File: src/design/hce_pkg.sv
// Shared constants for the 3D Hilbert index encoder.
package hce_pkg;

    // Field widths fixed by the channel formats
    localparam int COORD_W = 10;
    localparam int INDEX_W = 30;
    localparam int ORDER_W = 4;

    // Curve order after reset
    localparam logic [ORDER_W-1:0] ORDER_RESET = 4'd10;

endpackage

File: src/design/hce_if.sv
// Stream interfaces: coordinate requests in, curve index requests out.
interface hce_coord_if;
    logic                        valid;
    logic                        ready;
    logic [hce_pkg::COORD_W-1:0] coord_x;
    logic [hce_pkg::COORD_W-1:0] coord_y;
    logic [hce_pkg::COORD_W-1:0] coord_z;

    modport source (output valid, output coord_x, output coord_y, output coord_z,
                    input ready);
    modport sink   (input valid, input coord_x, input coord_y, input coord_z,
                    output ready);
endinterface

interface hce_index_if;
    logic                        valid;
    logic                        ready;
    logic [hce_pkg::INDEX_W-1:0] curve_index;

    modport source (output valid, output curve_index, input ready);
    modport sink   (input valid, input curve_index, output ready);
endinterface

File: src/design/hce_plane_stage.sv
// One bit plane of the rotate and flip pass, with its pipeline register.
module hce_plane_stage #(
    parameter int MAX_BITS = 10,
    parameter int PLANE    = 1
) (
    input  logic                                 i_clk,
    input  logic                                 i_rst_n,
    input  logic [$clog2(MAX_BITS+1)-1:0]        i_eff,
    input  logic                                 i_vld,
    output logic                                 o_rdy,
    input  logic [2:0][MAX_BITS-1:0]             i_w,
    output logic                                 o_vld,
    input  logic                                 i_rdy,
    output logic [2:0][MAX_BITS-1:0]             o_w
);

    localparam logic [MAX_BITS-1:0] BELOW = MAX_BITS'((64'd1 << PLANE) - 64'd1);

    logic                        r_vld;
    logic [2:0][MAX_BITS-1:0]    r_w;
    logic [2:0][MAX_BITS-1:0]    n_w;
    logic                        w_active;
    logic                        w_take;

    // Planes at or above the curve order pass through untouched
    assign w_active = (int'(i_eff) > PLANE);
    assign o_rdy    = !r_vld || i_rdy;
    assign w_take   = i_vld && o_rdy;

    // Rotate and flip against this plane, x then y then z
    always_comb begin
        logic [MAX_BITS-1:0] s;
        s   = '0;
        n_w = i_w;
        if (w_active) begin
            for (int i = 0; i < 3; i++) begin
                if (n_w[i][PLANE]) begin
                    n_w[0] = n_w[0] ^ BELOW;
                end else begin
                    s       = (n_w[0] ^ n_w[i]) & BELOW;
                    n_w[0]  = n_w[0] ^ s;
                    n_w[i]  = n_w[i] ^ s;
                end
            end
        end
    end

    // Hold valid until the next stage takes the request
    always_ff @(posedge i_clk) begin
        if (!i_rst_n) begin
            r_vld <= 1'b0;
        end else if (o_rdy) begin
            r_vld <= i_vld;
        end
    end

    always_ff @(posedge i_clk) begin
        if (w_take) begin
            r_w <= n_w;
        end
    end

    assign o_vld = r_vld;
    assign o_w   = r_w;

    // Inactive planes leave the words as they came
    a_pass_through: assert property (@(posedge i_clk) disable iff (!i_rst_n)
        (w_take && !w_active) |=> (r_w == $past(i_w)))
        else $error("inactive plane changed the words");

    // The plane bit and everything above it are never touched
    a_upper_kept: assert property (@(posedge i_clk) disable iff (!i_rst_n)
        w_take |=> (((r_w[0] ^ $past(i_w[0])) & ~BELOW) == '0 &&
                    ((r_w[1] ^ $past(i_w[1])) & ~BELOW) == '0 &&
                    ((r_w[2] ^ $past(i_w[2])) & ~BELOW) == '0))
        else $error("bits at or above the plane were altered");

endmodule

File: src/design/hce_finish.sv
// Gray coding, correction mask and bit interleave, with the output register.
module hce_finish #(
    parameter int MAX_BITS = 10
) (
    input  logic                            i_clk,
    input  logic                            i_rst_n,
    input  logic                            i_vld,
    output logic                            o_rdy,
    input  logic [2:0][MAX_BITS-1:0]        i_w,
    output logic                            o_vld,
    input  logic                            i_rdy,
    output logic [hce_pkg::INDEX_W-1:0]     o_index
);

    localparam int DW = 3 * MAX_BITS;

    logic                              r_vld;
    logic [hce_pkg::INDEX_W-1:0]       r_index;
    logic [hce_pkg::INDEX_W-1:0]       n_index;
    logic                              w_take;

    assign o_rdy  = !r_vld || i_rdy;
    assign w_take = i_vld && o_rdy;

    // Gray code the columns, apply the mask from z, interleave x over y over z
    always_comb begin
        logic [MAX_BITS-1:0]                 g0, g1, g2, t;
        logic [DW-1:0]                       d;
        logic [DW+hce_pkg::INDEX_W-1:0]      ext;
        g0 = i_w[0];
        g1 = i_w[1] ^ g0;
        g2 = i_w[2] ^ g1;
        for (int j = 0; j < MAX_BITS; j++) begin
            t[j] = ^(g2 >> (j + 1));
        end
        g0 = g0 ^ t;
        g1 = g1 ^ t;
        g2 = g2 ^ t;
        for (int p = 0; p < MAX_BITS; p++) begin
            d[3*p+2] = g0[p];
            d[3*p+1] = g1[p];
            d[3*p]   = g2[p];
        end
        ext     = {{hce_pkg::INDEX_W{1'b0}}, d};
        n_index = ext[hce_pkg::INDEX_W-1:0];
    end

    // Hold the result until the sink takes it
    always_ff @(posedge i_clk) begin
        if (!i_rst_n) begin
            r_vld <= 1'b0;
        end else if (o_rdy) begin
            r_vld <= i_vld;
        end
    end

    always_ff @(posedge i_clk) begin
        if (w_take) begin
            r_index <= n_index;
        end
    end

    assign o_vld   = r_vld;
    assign o_index = r_index;

    // A taken request always shows up as a result on the next cycle
    a_take_shows: assert property (@(posedge i_clk) disable iff (!i_rst_n)
        w_take |=> o_vld)
        else $error("accepted request did not reach the output register");

endmodule

File: src/design/hilbert_3d_encode.sv
// Top level of the pipelined 3D Hilbert curve index encoder.
//
//  channel    direction  payload                          handshake
//  i_coord    in         coord_x, coord_y, coord_z (10b)  valid / ready
//  o_index    out        curve_index (30b)                valid / ready
//  i_cfg_*    in         order_bits (4b)                  write enable
//
//  Throughput: one request per cycle while the sink keeps ready high. The
//  path runs through the input register, one register per rotated plane
//  MAX_BITS-1 down to 1, and the output register. Each stage has its own
//  valid bit and takes a new request when it is empty or its content moves
//  on, so bubbles close up under a stalled sink. Reset is synchronous and
//  clears the valid bits and sets order_bits to 10.
module hilbert_3d_encode #(
    parameter int MAX_BITS = 10
) (
    input  logic                          i_clk,
    input  logic                          i_rst_n,
    input  logic                          i_cfg_we,
    input  logic [hce_pkg::ORDER_W-1:0]   i_cfg_wdata,
    hce_coord_if.sink                     i_coord,
    hce_index_if.source                   o_index
);

    localparam int EW = $clog2(MAX_BITS + 1);

    logic [hce_pkg::ORDER_W-1:0]   r_order;
    logic [EW-1:0]                 w_eff;
    logic [MAX_BITS-1:0]           w_lowmask;

    logic                          r_vld0;
    logic [2:0][MAX_BITS-1:0]      r_w0;
    logic [2:0][MAX_BITS-1:0]      n_w0;

    logic                          s_vld [MAX_BITS];
    logic                          s_rdy [MAX_BITS];
    logic [2:0][MAX_BITS-1:0]      s_w   [MAX_BITS];

    // Configuration register
    always_ff @(posedge i_clk) begin
        if (!i_rst_n) begin
            r_order <= hce_pkg::ORDER_RESET;
        end else if (i_cfg_we) begin
            r_order <= i_cfg_wdata;
        end
    end

    // Clamp the order to 1..MAX_BITS
    always_comb begin
        if (int'(r_order) == 0) begin
            w_eff = EW'(1);
        end else if (int'(r_order) > MAX_BITS) begin
            w_eff = EW'(MAX_BITS);
        end else begin
            w_eff = EW'(r_order);
        end
        for (int j = 0; j < MAX_BITS; j++) begin
            w_lowmask[j] = (j < int'(w_eff));
        end
    end

    // Drop coordinate bits at or above the order
    always_comb begin
        logic [MAX_BITS+hce_pkg::COORD_W-1:0] ex, ey, ez;
        ex = {{MAX_BITS{1'b0}}, i_coord.coord_x};
        ey = {{MAX_BITS{1'b0}}, i_coord.coord_y};
        ez = {{MAX_BITS{1'b0}}, i_coord.coord_z};
        n_w0[0] = ex[MAX_BITS-1:0] & w_lowmask;
        n_w0[1] = ey[MAX_BITS-1:0] & w_lowmask;
        n_w0[2] = ez[MAX_BITS-1:0] & w_lowmask;
    end

    // Input stage
    assign i_coord.ready = !r_vld0 || s_rdy[0];

    always_ff @(posedge i_clk) begin
        if (!i_rst_n) begin
            r_vld0 <= 1'b0;
        end else if (i_coord.ready) begin
            r_vld0 <= i_coord.valid;
        end
    end

    always_ff @(posedge i_clk) begin
        if (i_coord.valid && i_coord.ready) begin
            r_w0 <= n_w0;
        end
    end

    assign s_vld[0] = r_vld0;
    assign s_w[0]   = r_w0;

    // One stage per plane from MAX_BITS-1 down to 1, top plane first
    for (genvar k = 1; k < MAX_BITS; k++) begin : g_plane
        hce_plane_stage #(
            .MAX_BITS (MAX_BITS),
            .PLANE    (MAX_BITS - k)
        ) u_plane (
            .i_clk   (i_clk),
            .i_rst_n (i_rst_n),
            .i_eff   (w_eff),
            .i_vld   (s_vld[k-1]),
            .o_rdy   (s_rdy[k-1]),
            .i_w     (s_w[k-1]),
            .o_vld   (s_vld[k]),
            .i_rdy   (s_rdy[k]),
            .o_w     (s_w[k])
        );
    end

    // Output stage
    hce_finish #(
        .MAX_BITS (MAX_BITS)
    ) u_finish (
        .i_clk   (i_clk),
        .i_rst_n (i_rst_n),
        .i_vld   (s_vld[MAX_BITS-1]),
        .o_rdy   (s_rdy[MAX_BITS-1]),
        .i_w     (s_w[MAX_BITS-1]),
        .o_vld   (o_index.valid),
        .i_rdy   (o_index.ready),
        .o_index (o_index.curve_index)
    );

endmodule
File: src/flat_wrapper.sv
// flat-port wrapper written by rule: the top's interface ports become plain ports
module hilbert_3d_encode_flat 
#(
    parameter int MAX_BITS = 10
)
  (i_clk, i_rst_n, i_cfg_we, i_cfg_wdata, i_coord_valid, i_coord_coord_x, i_coord_coord_y, i_coord_coord_z, i_coord_ready, o_index_valid, o_index_curve_index, o_index_ready);
  hce_coord_if i_coord_i ();
  hce_index_if o_index_i ();
  input  logic i_clk;
  input  logic i_rst_n;
  input  logic i_cfg_we;
  input  logic [hce_pkg::ORDER_W-1:0] i_cfg_wdata;
  input wire logic [$bits(i_coord_i.valid)-1:0] i_coord_valid;
  input wire logic [$bits(i_coord_i.coord_x)-1:0] i_coord_coord_x;
  input wire logic [$bits(i_coord_i.coord_y)-1:0] i_coord_coord_y;
  input wire logic [$bits(i_coord_i.coord_z)-1:0] i_coord_coord_z;
  output wire logic [$bits(i_coord_i.ready)-1:0] i_coord_ready;
  output wire logic [$bits(o_index_i.valid)-1:0] o_index_valid;
  output wire logic [$bits(o_index_i.curve_index)-1:0] o_index_curve_index;
  input wire logic [$bits(o_index_i.ready)-1:0] o_index_ready;
  assign i_coord_i.valid = i_coord_valid;
  assign i_coord_i.coord_x = i_coord_coord_x;
  assign i_coord_i.coord_y = i_coord_coord_y;
  assign i_coord_i.coord_z = i_coord_coord_z;
  assign i_coord_ready = i_coord_i.ready;
  assign o_index_valid = o_index_i.valid;
  assign o_index_curve_index = o_index_i.curve_index;
  assign o_index_i.ready = o_index_ready;
  hilbert_3d_encode #(.MAX_BITS(MAX_BITS)) u_core (.i_clk(i_clk), .i_rst_n(i_rst_n), .i_cfg_we(i_cfg_we), .i_cfg_wdata(i_cfg_wdata), .i_coord(i_coord_i), .o_index(o_index_i));
endmodule
File: config.mk
export PLATFORM = sky130hd
export DESIGN_NAME = hilbert_3d_encode_flat
export DESIGN_NICKNAME = d
export VERILOG_FILES = /design/src/design/hce_pkg.sv /design/src/design/hce_if.sv /design/src/design/hce_plane_stage.sv /design/src/design/hce_finish.sv /design/src/design/hilbert_3d_encode.sv /design/src/flat_wrapper.sv
export SDC_FILE = /design/constraint.sdc
export NUM_CORES = 1
export LEC_CHECK = 0
export ABC_AREA = 1
export ABC_CLOCK_PERIOD_IN_PS = 2500
export BUFFER_PORTS_ARGS = -buffer_cell sky130_fd_sc_hd__clkbuf_2
export CAP_MARGIN = 20
export CORE_ASPECT_RATIO = 1.2
export CORE_MARGIN = 1
export CORE_UTILIZATION = 40
export DETAILED_ROUTE_END_ITERATION = 6
export PLACE_DENSITY = 0.64
export RECOVER_POWER = 25
export SLEW_MARGIN = 5
export SYNTH_ARGS = -nofsm -noshare
export SYNTH_HDL_FRONTEND = slang
export SYNTH_SLANG_ARGS = --single-unit
File: constraint.sdc
create_clock -name i_clk -period 2.5 [get_ports i_clk]
set_input_delay 0.25 -clock i_clk [delete_from_list [all_inputs] [get_ports i_clk]]
set_output_delay 0.25 -clock i_clk [all_outputs]
set_load 0.02 [all_outputs]
; Word level (Yosys, flattened, before mapping)
; Index checks and enable logic that the tools add are counted.
[word_totals]
inputBits = 39
memories = 0
register_bits = 345
wordCells = 296
ram_bits = 0
latchBits = 0
output_inout_bits = 32
romBits = 0
[classes]
n_reduce_logical = 43
eq_ne = 0
n_lt_le_gt_ge = 20
multipliers = 0
bitwise = 116
n_mux = 74
shift = 0
n_addsub = 0
div_mod_pow = 0
[ops]
columns = op, count
row1 = two-way mux 10 bit, 63
row2 = two-way mux 30 bit, 9
row3 = XOR reduction 10 bit, 9
row4 = XOR 10 x 9 -> 10 bit, 9
row5 = XOR 10 x 1 -> 10 bit, 6
row6 = XOR 10 x 2 -> 10 bit, 6
row7 = XOR 10 x 3 -> 10 bit, 6
row8 = XOR 10 x 4 -> 10 bit, 6
row9 = XOR 10 x 5 -> 10 bit, 6
row10 = XOR 10 x 6 -> 10 bit, 6
row11 = XOR 10 x 7 -> 10 bit, 6
row12 = XOR 10 x 8 -> 10 bit, 6
row13 = AND 10 bit, 3
row14 = NOT 9 bit, 3
row15 = XOR 9 bit, 3
row16 = NOT 8 bit, 3
row17 = XOR 8 bit, 3
row18 = NOT 7 bit, 3
row19 = XOR 7 bit, 3
row20 = XOR 10 bit, 2
row21 = NOT 6 bit, 3
row22 = XOR 6 bit, 3
row23 = "> comparator 4 x 3 -> 1 bit, second input constant", 4
row24 = "less-than comparator 3 x 4 -> 1 bit, first input constant", 4
row25 = 21 further kinds, 78

; Longest topological paths before layout
[logic_depth]
depth_word = 13
ltp_mapped = 15

; Cells and area by module
; From an unflattened synthesis, not the netlist that was laid out.
[unflattened]
hier_cells = 1625
area_unflattened_um2 = 16283.1
[modules_own_cells]
columns = module, instances, area_per_inst_um2, cells_each
row1 = hce_finish, 1, 2015.7, 244
row2 = hce_plane_stage (u_core.g_plane[1].u_plane), 1, 1794.2, 215
row3 = hce_plane_stage (u_core.g_plane[2].u_plane), 1, 1680.4, 190
row4 = hce_plane_stage (u_core.g_plane[3].u_plane), 1, 1640.3, 197
row5 = hce_plane_stage (u_core.g_plane[4].u_plane), 1, 1445.1, 139
row6 = hilbert_3d_encode, 1, 1432.6, 129
row7 = hce_plane_stage (u_core.g_plane[5].u_plane), 1, 1428.9, 137
row8 = hce_plane_stage (u_core.g_plane[7].u_plane), 1, 1306.3, 111
row9 = hce_plane_stage (u_core.g_plane[6].u_plane), 1, 1287.5, 110
row10 = hce_plane_stage (u_core.g_plane[8].u_plane), 1, 1161.1, 82
row11 = hce_plane_stage (u_core.g_plane[9].u_plane), 1, 1091.0, 71

; Worst setup path before layout
; No wires, ideal clock.
[synth_timing]
path_type = register to register
start = register u_core.u_finish.r_vld (netlist: u_core.u_finish.o_vld)
end = register u_core.g_plane[2].u_plane.r_w, in the netlist u_core.g_plane[2].u_plane.o_w[0], enable pin
t_arrival_ps = 2128
setup_ps = 417
stages_incl_launch_ff = 8
t_required_ps = 2083
setup_slack_ps = -45
synth_period_minus_slack_ps = 2545
n_path_buf = 0
cell_sequence = dfxtp_1 inv_1 nor2_2 nand4_1 nor2_2 nand4_1 nor2_2 nor2_1
[synth_via]
elab_chain_len = 11
[synth_rtl]
columns = element, line
row1 = from (decl), hce_finish.sv:17  ; logic r_vld;
row2 = from (signal assigned), hce_finish.sv:53  ; r_vld <= i_vld;
row3 = zero test 1 bit, hce_finish.sv:22  ; assign o_rdy = !r_vld || i_rdy;
row4 = logical OR 1 bit, hce_finish.sv:22
row5 = logical OR 1 bit (8 in a row), hce_plane_stage.sv:27  ; assign o_rdy = !r_vld || i_rdy;
row6 = logical AND 1 bit, hce_plane_stage.sv:28  ; assign w_take = i_vld && o_rdy;
row7 = named net u_core.g_plane[2].u_plane.w_take, hce_plane_stage.sv:23  ; logic w_take;
row8 = to (signal assigned), hce_plane_stage.sv:59  ; r_w <= n_w;
row9 = to (decl), hce_plane_stage.sv:20  ; logic [2:0][MAX_BITS-1:0] r_w;
; The timed path passes the listed nets, and every way through them passes these cells.
; A chain may end at the register's enable or synchronous reset.

; Worst setup path in the final report
[layout_timing]
start = register u_core.u_finish.r_vld (netlist: u_core.u_finish.o_vld)
end = output i_coord_ready
[layout_via]
elab_chain_len = 12
[layout_rtl]
columns = element, line
row1 = zero test 1 bit, hce_finish.sv:22
row2 = logical OR 1 bit, hce_finish.sv:22
row3 = logical OR 1 bit (9 in a row), hce_plane_stage.sv:27
row4 = logical OR 1 bit, hilbert_3d_encode.sv:74  ; assign i_coord.ready = !r_vld0 || s_rdy[0];
row5 = to (decl), flat_wrapper.sv:17  ; output wire logic [$bits(i_coord_i.ready)-1:0] i_coord_ready;
; Every way passes these cells.

==> flow_metrics.tcl <==
set metrics [dict create \
    status "complete, no violations" \
    crit_chain "inv_1 -> nor2_4 -> nand4_1 -> nor2_4 -> nand4_1 -> nor2_2 -> nand3_1 -> clkbuf_2" \
    yosys_warnings 0 \
    timing.critical_path.to_type "output pin" \
    preCtsSetupSlack_ns 0.221 \
    period_share 0.911 \
    antenna-diode-count 0 \
    design.die.area_um2 37400 \
    grt_usage 0.130 \
    criticalPathCategory "reg2out" \
    multi_input_comb_area_um2 3760 \
    post-route-util 0.467 \
    yosysUniqueCellTypes 35 \
    synth_area_per_cell_um2 12.3 \
    postSynthRegisterBits 345 \
    netSwitchingPower_uw 2520 \
    totalWireLength_mm 23.4 \
    critical_path_fanouts_max 5 \
    clkTransAtPathRegs_ns 0.06 \
    netlist_instances 1192 \
    sequential_fraction_of_the_synthesis_area 0.697 \
    area_growth_pct 14.9 \
    vias_in_the_first_global_route 8406 \
    drt_drc_violations_left 0 \
    post_synthesis_instance_area_um2 14700 \
    final-seq-area_um2 10200 \
    die_width_um 177 \
    finalClockSkew_ns 0.0134 \
    place.port_buffers 70 \
    power.share.sequential 0.538 \
    fillCellCount 3164 \
    grt.busiest_layer "met2" \
    drt-initial-drc-count 336 \
    hold_path_class "in2reg" \
    cts-htree-levels 2 \
    maxSlewHeadroom 0.354 \
    totalNegativeSetupSlack_ns 0 \
    antenna_left 0 \
    cellPowerDensity_nw_per_um2 723 \
    hold_depth 3 \
    via_to_cell_ratio 4.69 \
    power.leakage_uw 0.00652 \
    clk-insertion-delay-late_ns 0.51 \
    met2_usage 0.257 \
    dp.final_hpwl_mm 17.4 \
    detail_route.first_pass.iterations 5 \
    worst-slew-pin-transition_ns 0.969 \
    switching_share 0.207 \
    worst_path_largest_cell_delay_ns 0.32 \
    fin_nets 1341 \
    ios 71 \
    core_region_area_um2 36000 \
    power.share.clock 0.409 \
    grt_overflow_total 0 \
    layout-drive-gt1-share 0.154 \
    gpl.final_weighted_congestion 0.800 \
    fmaxAchievable_mhz 439 \
    drv.max_cap_violation_count 0 \
    die_y_um 212 \
    tritoncts "done" \
    power.internal_uw 9650 \
    timing.hold.ws_ns 0.0318 \
    wire_length_of_the_first_global_routing_pass_mm 38.6 \
    starting_density_of_the_core 0.407 \
    initial_antenna_violation_count 0 \
    timing.reg2reg.worst_path_depth 5 \
    groute.layer.met3.usage 0.0239 \
    finalHoldViolCount 0 \
    cts_made_buffers 38 \
    rows 76 \
    rsz0062_at_grt "no" \
    grt_start_max_net_pins 31 \
    critPathArrivalTime_ns 2.03 \
    setup_viol_count_final 0 \
    finalWorstSetupSlack_ns 0.221 \
    timing.final.max_slew_violations 0 \
    required_time_of_the_critical_path_ns 2.25 \
    netlist.area_leader.share 0.676 \
    power_frac_comb 0.053 \
    detailroute.via_count 8410 \
    synth_top_area_cell "sky130_fd_sc_hd__edfxtp_1" \
    cts-root-to-sink-buffers 3 \
    cts.sink_count 345 \
    cts_root_buffer "sky130_fd_sc_hd__clkbuf_16" \
    drt-wirelength-per-cell_um 13.0 \
    grt.met1_usage 0.126 \
    syn-num-nets 1231 \
    cp-start-kind "flop" \
    synth.top_cells.by_area "sky130_fd_sc_hd__edfxtp_1 (68%), sky130_fd_sc_hd__nand2_1 (7.1%), sky130_fd_sc_hd__inv_1 (3.5%), sky130_fd_sc_hd__xor2_1 (2.9%), sky130_fd_sc_hd__mux2_2 (2.7%)" \
    ir_worst_vdd_v 0.000508 \
    timing.critical_path.slowest_stage_cell "sky130_fd_sc_hd__dfxtp_1" \
    final.min_clock_period_ns 2.28 \
]
==> metrics by stage <==
stage	total power [uW]	cells	cell area, um2
after floorplan	7120	1192	14700
after global placement	7280	1714	15600
after detailed placement	7300	1714	15600
after CTS	12300	1791	16800
after global routing	12600	1795	16800
final	12200	1795	16800
==> registers in the layout, indices dropped and copies added (netlist names) <==
| register | cells |
|---|---|
| u_core.g_plane.u_plane.o_vld | 9 |
| u_core.r_w0 | 30 |
| u_core.g_plane.u_plane.o_w | 270 |
| u_core.u_finish.o_vld | 1 |
| u_core.r_order | 4 |
| u_core.u_finish.o_index | 30 |
| u_core.r_vld0 | 1 |
==> layout by cell type (no fill, tap or decap), types with 9 or more instances in the layout <==
master	instances
sky130_fd_sc_hd__buf_4	19
sky130_fd_sc_hd__o211ai_2	9
sky130_fd_sc_hd__edfxtp_1	330
sky130_fd_sc_hd__nand3_1	55
sky130_fd_sc_hd__o211ai_1	22
sky130_fd_sc_hd__mux2_2	35
sky130_fd_sc_hd__nor2_1	45
sky130_fd_sc_hd__o21ai_1	13
sky130_fd_sc_hd__nand2_1	280
sky130_fd_sc_hd__clkinv_1	11
sky130_fd_sc_hd__xnor2_1	12
sky130_fd_sc_hd__o221ai_1	9
sky130_fd_sc_hd__xor2_1	48
sky130_fd_sc_hd__dlygate4sd3_1	10
sky130_fd_sc_hd__inv_1	137
sky130_fd_sc_hd__a21oi_1	13
sky130_fd_sc_hd__clkbuf_2	62
sky130_fd_sc_hd__o21ai_0	76
sky130_fd_sc_hd__clkbuf_1	18
sky130_fd_sc_hd__dfxtp_1	15
sky130_fd_sc_hd__clkbuf_16	39
==> power groups by stage <==
stage / clock, uW / sequential, uW / combinational, uW
2_1_floorplan: 0 / 6620 / 500
3_3_place_gp: 0 / 6660 / 620
3_5_place_dp: 0 / 6660 / 640
4_1_cts: 5130 / 6540 / 656
5_1_grt: 5330 / 6550 / 728
6_report: 4980 / 6540 / 647
==> Yosys cell counts, drive strengths merged <==
library cell and number:
o211ai 31, o21ai 89, mux2i 8, o221ai 9, nand2 284, xor2 48, xnor2 12, a31oi 1
clkbuf 25, inv 144, mux2 43, nand3b 5, a221oi 4, nand4 2, buf 9, or2 6
nand3 55, dfxtp 15, edfxtp 330, o31ai 1, a21oi 13, nor2 58
==> logic make-up after synthesis <==
kind of cell           count (synthesis)  synth area share
buffers and inverters                178            0.0473
multiplexers                          51            0.0385
AO/OA/AOI/OAI                        148            0.0646
AND/OR/NAND/NOR                      410             0.117
XOR/XNOR                              60            0.0359
flip-flops                           345             0.697
==> path summary, 6_finish.rpt <==
kind | to | slack (ns) | from
setup / recovery | i_coord_ready | 0.22 | u_core.u_finish.o_vld
hold / removal | u_core.r_vld0 | 0.03 | i_coord_valid
setup reg to reg | u_core.g_plane[1].u_plane.o_w[26] | 0.32 | u_core.r_order[3]
hold reg to reg | u_core.g_plane[8].u_plane.o_w[18] | 0.41 | u_core.g_plane[7].u_plane.o_w[18]
==> area by class of cell <==
class | instances | share of cell area
Sequential cell | 345 | 0.606
Multi-Input combinational cell | 669 | 0.223
Clock buffer | 46 | 0.0595
Timing Repair Buffer | 104 | 0.0374
Tap cell | 468 | 0.0348
Inverter | 144 | 0.0323
Clock inverter | 19 | 0.00654
==> critical path, delay by kind of cell, from the launching register on <==
kind,cells,cell delay [ns]
buffers and inverters,2,0.24
and+or+nand+nor,6,0.94
DFF,1,0.32
==> timing repair <==
action                                 in CTS  in global routing
endpoints found under the hold margin      10                  0
resized for setup                           1                  1
hold buffers                               10                  0
setup endpoints to repair                   1                  1
buffers inserted                            2                  3
pin swaps                                   2                  3
==> per-layer routing <==
metal  wire (um)  up-vias
li1            -     4333
met1        8600     3841
met2       12900      161
met3         969       75
met4         903        0
met5           0        -
(Power assumes the default switching activity.)
